<file path="src/rtl/imu_afp_pkg.sv">
`timescale 1ns / 1ps
// Package for the IMU angle frame parser: frame constants, widths and shared types.
// No dependencies; imported by every module in rtl/.
package imu_afp_pkg;

    localparam int WIN_LEN    = 11;
    localparam int FILL_W     = 4;
    localparam int ANGLE_W    = 17;
    localparam int CFG_IDX_W  = 8;

    localparam logic [7:0] HDR_BYTE   = 8'h55;
    localparam logic [7:0] TYPE_ANGLE = 8'h53;

    localparam logic [CFG_IDX_W-1:0] CFG_ROLL_INVERT  = 8'd0;
    localparam logic [CFG_IDX_W-1:0] CFG_PITCH_INVERT = 8'd1;
    localparam logic [CFG_IDX_W-1:0] CFG_YAW_INVERT   = 8'd2;
    localparam logic [CFG_IDX_W-1:0] CFG_YAW_OFFSET   = 8'd3;

    typedef struct packed {
        logic                       roll_invert;
        logic                       pitch_invert;
        logic                       yaw_invert;
        logic signed [ANGLE_W-1:0]  yaw_zero_offset;
    } cfg_t;

    typedef struct packed {
        logic               fire;
        logic signed [15:0] roll_raw;
        logic signed [15:0] pitch_raw;
        logic signed [15:0] yaw_raw;
    } frame_t;

endpackage

</file>
<file path="src/rtl/imu_afp_window.sv">
`timescale 1ns / 1ps
// Byte window and fill count, frame header/checksum check and resync shift.
// Depends on imu_afp_pkg.
module imu_afp_window
    import imu_afp_pkg::*;
(
    input  logic       clk,
    input  logic       rst_n,
    input  logic       accept,
    input  logic [7:0] rx_byte,
    output frame_t     frame
);

    logic [7:0]        window_reg [WIN_LEN];
    logic [7:0]        window_next [WIN_LEN];
    logic [FILL_W-1:0] fill_reg;
    logic [FILL_W-1:0] fill_next;
    logic [FILL_W-1:0] wr_idx;
    logic              last_byte;
    logic [7:0]        s01, s23, s45, s67, s89, s03, s47, s07, sum;
    logic              frame_ok;

    assign wr_idx    = (fill_reg >= FILL_W'(WIN_LEN)) ? '0 : fill_reg;
    assign last_byte = (wr_idx == FILL_W'(WIN_LEN - 1));

    assign s01 = window_reg[0] + window_reg[1];
    assign s23 = window_reg[2] + window_reg[3];
    assign s45 = window_reg[4] + window_reg[5];
    assign s67 = window_reg[6] + window_reg[7];
    assign s89 = window_reg[8] + window_reg[9];
    assign s03 = s01 + s23;
    assign s47 = s45 + s67;
    assign s07 = s03 + s47;
    assign sum = s07 + s89;

    assign frame_ok = last_byte && (window_reg[0] == HDR_BYTE) && (sum == rx_byte);

    assign frame.fire      = accept && frame_ok && (window_reg[1] == TYPE_ANGLE);
    assign frame.roll_raw  = {window_reg[3], window_reg[2]};
    assign frame.pitch_raw = {window_reg[5], window_reg[4]};
    assign frame.yaw_raw   = {window_reg[7], window_reg[6]};

    always_comb
    begin
        for (int i = 0; i < WIN_LEN; i++)
        begin
            window_next[i] = window_reg[i];
        end
        fill_next = fill_reg;
        if (!last_byte)
        begin
            for (int i = 0; i < WIN_LEN; i++)
            begin
                if (wr_idx == FILL_W'(i))
                begin
                    window_next[i] = rx_byte;
                end
            end
            fill_next = wr_idx + FILL_W'(1);
        end
        else if (frame_ok)
        begin
            fill_next = '0;
        end
        else
        begin
            // drop oldest byte to resync
            for (int i = 0; i < WIN_LEN - 2; i++)
            begin
                window_next[i] = window_reg[i+1];
            end
            window_next[WIN_LEN-2] = rx_byte;
            fill_next = FILL_W'(WIN_LEN - 1);
        end
    end

    always_ff @(posedge clk or negedge rst_n)
    begin
        if (!rst_n)
        begin
            fill_reg <= '0;
            for (int i = 0; i < WIN_LEN; i++)
            begin
                window_reg[i] <= '0;
            end
        end
        else if (accept)
        begin
            fill_reg <= fill_next;
            for (int i = 0; i < WIN_LEN; i++)
            begin
                window_reg[i] <= window_next[i];
            end
        end
    end

endmodule

</file>
<file path="src/rtl/imu_afp_angle.sv">
`timescale 1ns / 1ps
// Angle conversion (sign, yaw wrap, offset) and the output result register.
// Depends on imu_afp_pkg.
module imu_afp_angle
    import imu_afp_pkg::*;
(
    input  logic                      clk,
    input  logic                      rst_n,
    input  frame_t                    frame,
    input  cfg_t                      cfg,
    input  logic                      out_stall,
    output logic                      out_valid,
    output logic signed [ANGLE_W-1:0] roll_angle,
    output logic signed [ANGLE_W-1:0] pitch_angle,
    output logic signed [ANGLE_W-1:0] yaw_angle
);

    localparam int DIFF_W = ANGLE_W + 2;
    localparam logic signed [DIFF_W-1:0] HALF_TURN = DIFF_W'(32768);
    localparam logic signed [DIFF_W-1:0] FULL_TURN = DIFF_W'(65536);

    logic                      out_valid_reg;
    logic signed [ANGLE_W-1:0] roll_reg, pitch_reg, yaw_reg;
    logic signed [ANGLE_W-1:0] roll_ext, pitch_ext, yaw_ext;
    logic signed [ANGLE_W-1:0] roll_next, pitch_next, yaw_sgn;
    logic signed [DIFF_W-1:0]  yaw_w1, yaw_diff, yaw_w2;

    assign roll_ext  = ANGLE_W'(frame.roll_raw);
    assign pitch_ext = ANGLE_W'(frame.pitch_raw);
    assign yaw_ext   = ANGLE_W'(frame.yaw_raw);

    assign roll_next  = cfg.roll_invert  ? -roll_ext  : roll_ext;
    assign pitch_next = cfg.pitch_invert ? -pitch_ext : pitch_ext;
    assign yaw_sgn    = cfg.yaw_invert   ? -yaw_ext   : yaw_ext;

    always_comb
    begin
        yaw_w1 = DIFF_W'(yaw_sgn);
        if (yaw_w1 > HALF_TURN)
        begin
            yaw_w1 = yaw_w1 - FULL_TURN;
        end
        else if (yaw_w1 <= -HALF_TURN)
        begin
            yaw_w1 = yaw_w1 + FULL_TURN;
        end
        yaw_diff = yaw_w1 - DIFF_W'(cfg.yaw_zero_offset);
        yaw_w2   = yaw_diff;
        if (yaw_diff > HALF_TURN)
        begin
            yaw_w2 = yaw_diff - FULL_TURN;
        end
        else if (yaw_diff <= -HALF_TURN)
        begin
            yaw_w2 = yaw_diff + FULL_TURN;
        end
    end

    always_ff @(posedge clk or negedge rst_n)
    begin
        if (!rst_n)
        begin
            out_valid_reg <= 1'b0;
        end
        else if (frame.fire)
        begin
            out_valid_reg <= 1'b1;
        end
        else if (!out_stall)
        begin
            out_valid_reg <= 1'b0;
        end
    end

    always_ff @(posedge clk)
    begin
        if (frame.fire)
        begin
            roll_reg  <= roll_next;
            pitch_reg <= pitch_next;
            yaw_reg   <= yaw_w2[ANGLE_W-1:0];
        end
    end

    assign out_valid   = out_valid_reg;
    assign roll_angle  = roll_reg;
    assign pitch_angle = pitch_reg;
    assign yaw_angle   = yaw_reg;

endmodule

</file>
<file path="src/rtl/imu_angle_frame_parser.sv">
`timescale 1ns / 1ps
// IMU angle frame parser top level: configuration registers, window, angle output.
// Depends on imu_afp_pkg, imu_afp_window and imu_afp_angle.
//
// Input channel: in_valid / in_stall with one serial byte (rx_byte) per transaction.
// Output channel: out_valid / out_stall with roll_angle, pitch_angle, yaw_angle.
// Configuration channel: cfg_valid / cfg_ready with cfg_index and cfg_data;
// cfg_ready is always high, unknown indexes are ignored.
// A byte is taken in every cycle with in_valid high and in_stall low; the
// eleven-byte window, header check and 8-bit checksum are evaluated on the
// byte that completes the window. A good angle frame shows its result in the
// cycle after its last byte is accepted; the result register holds it until taken.
// in_stall rises only while a result waits and out_stall is high, so a
// stalled receiver holds off new bytes and nothing is lost.
// Reset clears the window, fill count, invert bits, yaw offset and out_valid.
module imu_angle_frame_parser
    import imu_afp_pkg::*;
(
    input  logic                      clk,
    input  logic                      rst_n,
    input  logic                      in_valid,
    output logic                      in_stall,
    input  logic [7:0]                rx_byte,
    output logic                      out_valid,
    input  logic                      out_stall,
    output logic signed [ANGLE_W-1:0] roll_angle,
    output logic signed [ANGLE_W-1:0] pitch_angle,
    output logic signed [ANGLE_W-1:0] yaw_angle,
    input  logic                      cfg_valid,
    output logic                      cfg_ready,
    input  logic [CFG_IDX_W-1:0]      cfg_index,
    input  logic [ANGLE_W-1:0]        cfg_data
);

    cfg_t   cfg_reg;
    frame_t frame;
    logic   accept;

    assign cfg_ready = 1'b1;
    assign in_stall  = out_valid && out_stall;
    assign accept    = in_valid && !in_stall;

    always_ff @(posedge clk or negedge rst_n)
    begin
        if (!rst_n)
        begin
            cfg_reg <= '0;
        end
        else if (cfg_valid)
        begin
            unique case (cfg_index)
                CFG_ROLL_INVERT:  cfg_reg.roll_invert     <= cfg_data[0];
                CFG_PITCH_INVERT: cfg_reg.pitch_invert    <= cfg_data[0];
                CFG_YAW_INVERT:   cfg_reg.yaw_invert      <= cfg_data[0];
                CFG_YAW_OFFSET:   cfg_reg.yaw_zero_offset <= cfg_data;
                default:          cfg_reg                 <= cfg_reg;
            endcase
        end
    end

    imu_afp_window u_window (
        .clk     (clk),
        .rst_n   (rst_n),
        .accept  (accept),
        .rx_byte (rx_byte),
        .frame   (frame)
    );

    imu_afp_angle u_angle (
        .clk         (clk),
        .rst_n       (rst_n),
        .frame       (frame),
        .cfg         (cfg_reg),
        .out_stall   (out_stall),
        .out_valid   (out_valid),
        .roll_angle  (roll_angle),
        .pitch_angle (pitch_angle),
        .yaw_angle   (yaw_angle)
    );

endmodule

</file>
<file path="config.mk">
export PLATFORM = sky130hd
export DESIGN_NAME = imu_angle_frame_parser
export DESIGN_NICKNAME = d
export VERILOG_FILES = /design/src/rtl/imu_afp_pkg.sv /design/src/rtl/imu_afp_window.sv /design/src/rtl/imu_afp_angle.sv /design/src/rtl/imu_angle_frame_parser.sv
export SDC_FILE = /design/constraint.sdc
export NUM_CORES = 1
export LEC_CHECK = 0
export ABC_CLOCK_PERIOD_IN_PS = 13000
export BUFFER_PORTS_ARGS = -buffer_cell sky130_fd_sc_hd__buf_2
export CORE_MARGIN = 10
export CORE_UTILIZATION = 37
export DETAILED_ROUTE_END_ITERATION = 7
export GPL_ROUTABILITY_DRIVEN = 0
export GPL_TIMING_DRIVEN = 0
export PLACE_DENSITY = 0.59
export SYNTH_ARGS = -nofsm -noshare
export SYNTH_HDL_FRONTEND = slang
export SYNTH_SLANG_ARGS = --single-unit
</file>
<file path="constraint.sdc">
create_clock -name clk -period 13 [get_ports clk]
set_input_delay 3.25 -clock clk [delete_from_list [all_inputs] [get_ports clk]]
set_output_delay 3.25 -clock clk [all_outputs]
set_load 0.01 [all_outputs]
</file>
==> run metrics <==
Die Ht 187 µm; Avg Cell Area, Syn 10.5 µm²; final setup fails 0; vias in the first global route 7641; Worst Reg-to-Reg Cells 21; crit-path most repeated cell fa_1; reg-to-reg critical path endpoint u_angle.yaw_angle[10]; CP Cell Sequence fa_1, inv_1, fa_1, fa_1, fa_1, inv_1, fa_1, inv_1, fa_1, xnor2_1, xnor2_1, nand2_1, or4_1, a2111oi_2, buf_4, buf_2, buf_2, buf_2, buf_2, buf_4, buf_4; drt initial violations 475; final worst slack 5.98 ns; synthesized area 0.0103 mm²; largest net degree at the start of global routing 54; CTS tree built; pre-CTS setup slack 5.78 ns; area grow syn2layout 15.1%; HP Class reg -> reg; status finished, final reports clean; Slew headroom 26.6%; Fill cells 2693; RSZ-0062 raised after global routing false; root buf cell clkbuf_16; clk buf depth 2; crit path max-delay cell type fa_1; total CTS buffers 17; Post-synth top flop dfrtp_1; CP max FO 9; first drt pass iteration count 4; Synth Register Bits 156; syn nets 1115; Total GRT Usage 15.3%; number of H-tree levels 4; count of final max-slew check failures 0; Top delay family on crit path adder cells; Multi-input gate area 0.00546 mm²; post-synthesis cell count 989; Post-synth EDFFs 51; starting density of the core 37.3%; Register Area 0.00416 mm²; first-pass GRT wire length 42500 µm; total die area 0.0350 mm²; most frequent cells in the layout inv_1, dfrtp_1, a21oi_1; share of cells above drive strength 1 16.7%; worst r2r src u_window.window_reg[10]; Yosys warnings 0; # rows 61; CTS hold repair buffers 0; worst slew pin tran 1.10 ns; worst hold path cell count 1; Netlist cell types 66; Tmin final 7.02 ns; initial antenna violation count 1; Ports 92; Routed Antenna Nets 0; Max Cap Viol 0; Largest register FFs 48; Min-Delay Startpoint cfg_reg[12]; Levels on crit path 21; Hold Vio Cnt, Final 0; Sinks on Clock Net 156; startpoint types flop; Overflow after GRT 0; Clk Latency, worst-skew pair 0.44 ns; FF-to-FF setup slack 5.98 ns; most common cell after layout, fill and taps aside inv_1; critical path arrival 7.16 ns; async set-reset flop share out of synthesis 67.3%; CP Capture Type flop; Worst path max stage delay 0.56 ns; worst setup path class reg -> reg; Max Clk Rate 143 MHz; vias 7556; Crit path buffers/inverters 10; Reg clk slew, reported paths 0.07 ns; chip width 187 µm; routed length per instance 17.8 µm; skew final 0.0135 ns; CP Data Required Time 13.14 ns; Final Cycle Share 54.0%; Post-route DRC 0; setup bufs post-CTS 0; post-CTS sizing 0; Antenna diodes 0; total routed wirelength 26700 µm; setup_tns 0 ns; dpl hpwl 20900 µm; register area share after synthesis 40.2%; PortBufs 90; core area 0.0277 mm²; vias per inst 5.05; Final nets 1232; worst hold endpoint cfg_reg[12]
==> through the flow <==
step / util (%) / hold WS, ns / instance area, µm² / cells
finish: 43.0 / 0.504 / 11900 / 1497
global route: 43.0 / 0.520 / 11900 / 1497
CTS: 42.9 / 0.508 / 11900 / 1497
detailed placement: 41.0 / 0.494 / 11400 / 1465
global placement: 40.7 / 0.488 / 11300 / 1457
floorplan: - / 0.479 / 10300 / 989
==> cell families (layout without fill, tap and decap cells) <==
group / after synthesis / after routing / share of synthesized area (%)
buffers and inverters: 191 / 321 / 7.23
adders and majority gates: 88 / 88 / 14.3
xor gates and xnor gates: 81 / 81 / 6.99
other: 1 / 1 / 0.0363
DFF: 156 / 156 / 40.2
and+or+nand+nor: 168 / 168 / 8.93
muxes: 104 / 104 / 10.4
AOI/OAI and AO/OA: 200 / 200 / 11.8
==> worst max-delay path by stage <==
stage / from / endpoint / slack (ns)
floorplan: rx_byte[7] / u_angle.out_valid / 2.11
global placement: rx_byte[7] / u_angle.out_valid / -0.58
detailed placement: rx_byte[7] / u_angle.yaw_angle[15] / 5.78
CTS: u_window.window_reg[10] / u_angle.yaw_angle[10] / 5.91
global route: u_window.window_reg[10] / u_angle.yaw_angle[10] / 5.60
finish: u_window.window_reg[10] / u_angle.yaw_angle[10] / 5.98
==> Yosys cell counts (6+ instances only) <==
cell | n | area share, %
a21o_1 | 7 | 0.51
a21oi_1 | 96 | 4.6
buf_1 | 8 | 0.29
buf_4 | 6 | 0.44
clkbuf_1 | 23 | 0.83
dfrtp_1 | 105 | 25
edfxtp_1 | 51 | 15
fa_1 | 51 | 9.9
ha_1 | 37 | 4.5
inv_1 | 152 | 5.5
mux2_2 | 30 | 3.3
mux2i_1 | 74 | 7.2
nand2_1 | 45 | 1.6
nand2b_1 | 7 | 0.42
nand3_1 | 8 | 0.39
nand4_1 | 10 | 0.60
nor2_1 | 26 | 0.94
nor2b_1 | 15 | 0.91
nor3_1 | 6 | 0.29
o21ai_0 | 41 | 2.0
o31ai_1 | 12 | 0.87
or2_2 | 6 | 0.36
or3_1 | 13 | 0.79
xnor2_1 | 70 | 5.9
xor2_1 | 10 | 0.85
==> metal layers <==
layer | vias up | wire length, µm | global-route usage (%)
li1 | 3620 | - | -
met1 | 3735 | 12000 | 19.3
met2 | 164 | 12900 | 25.3
met3 | 35 | 1160 | 3.15
met4 | 2 | 514 | 5.30
met5 | - | 13 | 0
==> final cells by class <==
| cell class | instances | share of cell area, % |
|---|---|---|
| well taps | 378 | 3.97 |
| flip-flops and latches | 156 | 34.9 |
| repair buffers | 98 | 4.43 |
| plain buffers | 39 | 1.49 |
| inverters | 152 | 4.79 |
| clock inverters | 13 | 0.841 |
| multi-input cells | 642 | 45.9 |
| clock buffers | 19 | 3.65 |
Power is not shown: default switching activity piles up to over one toggle a cycle in this logic, so the estimate is an artifact.
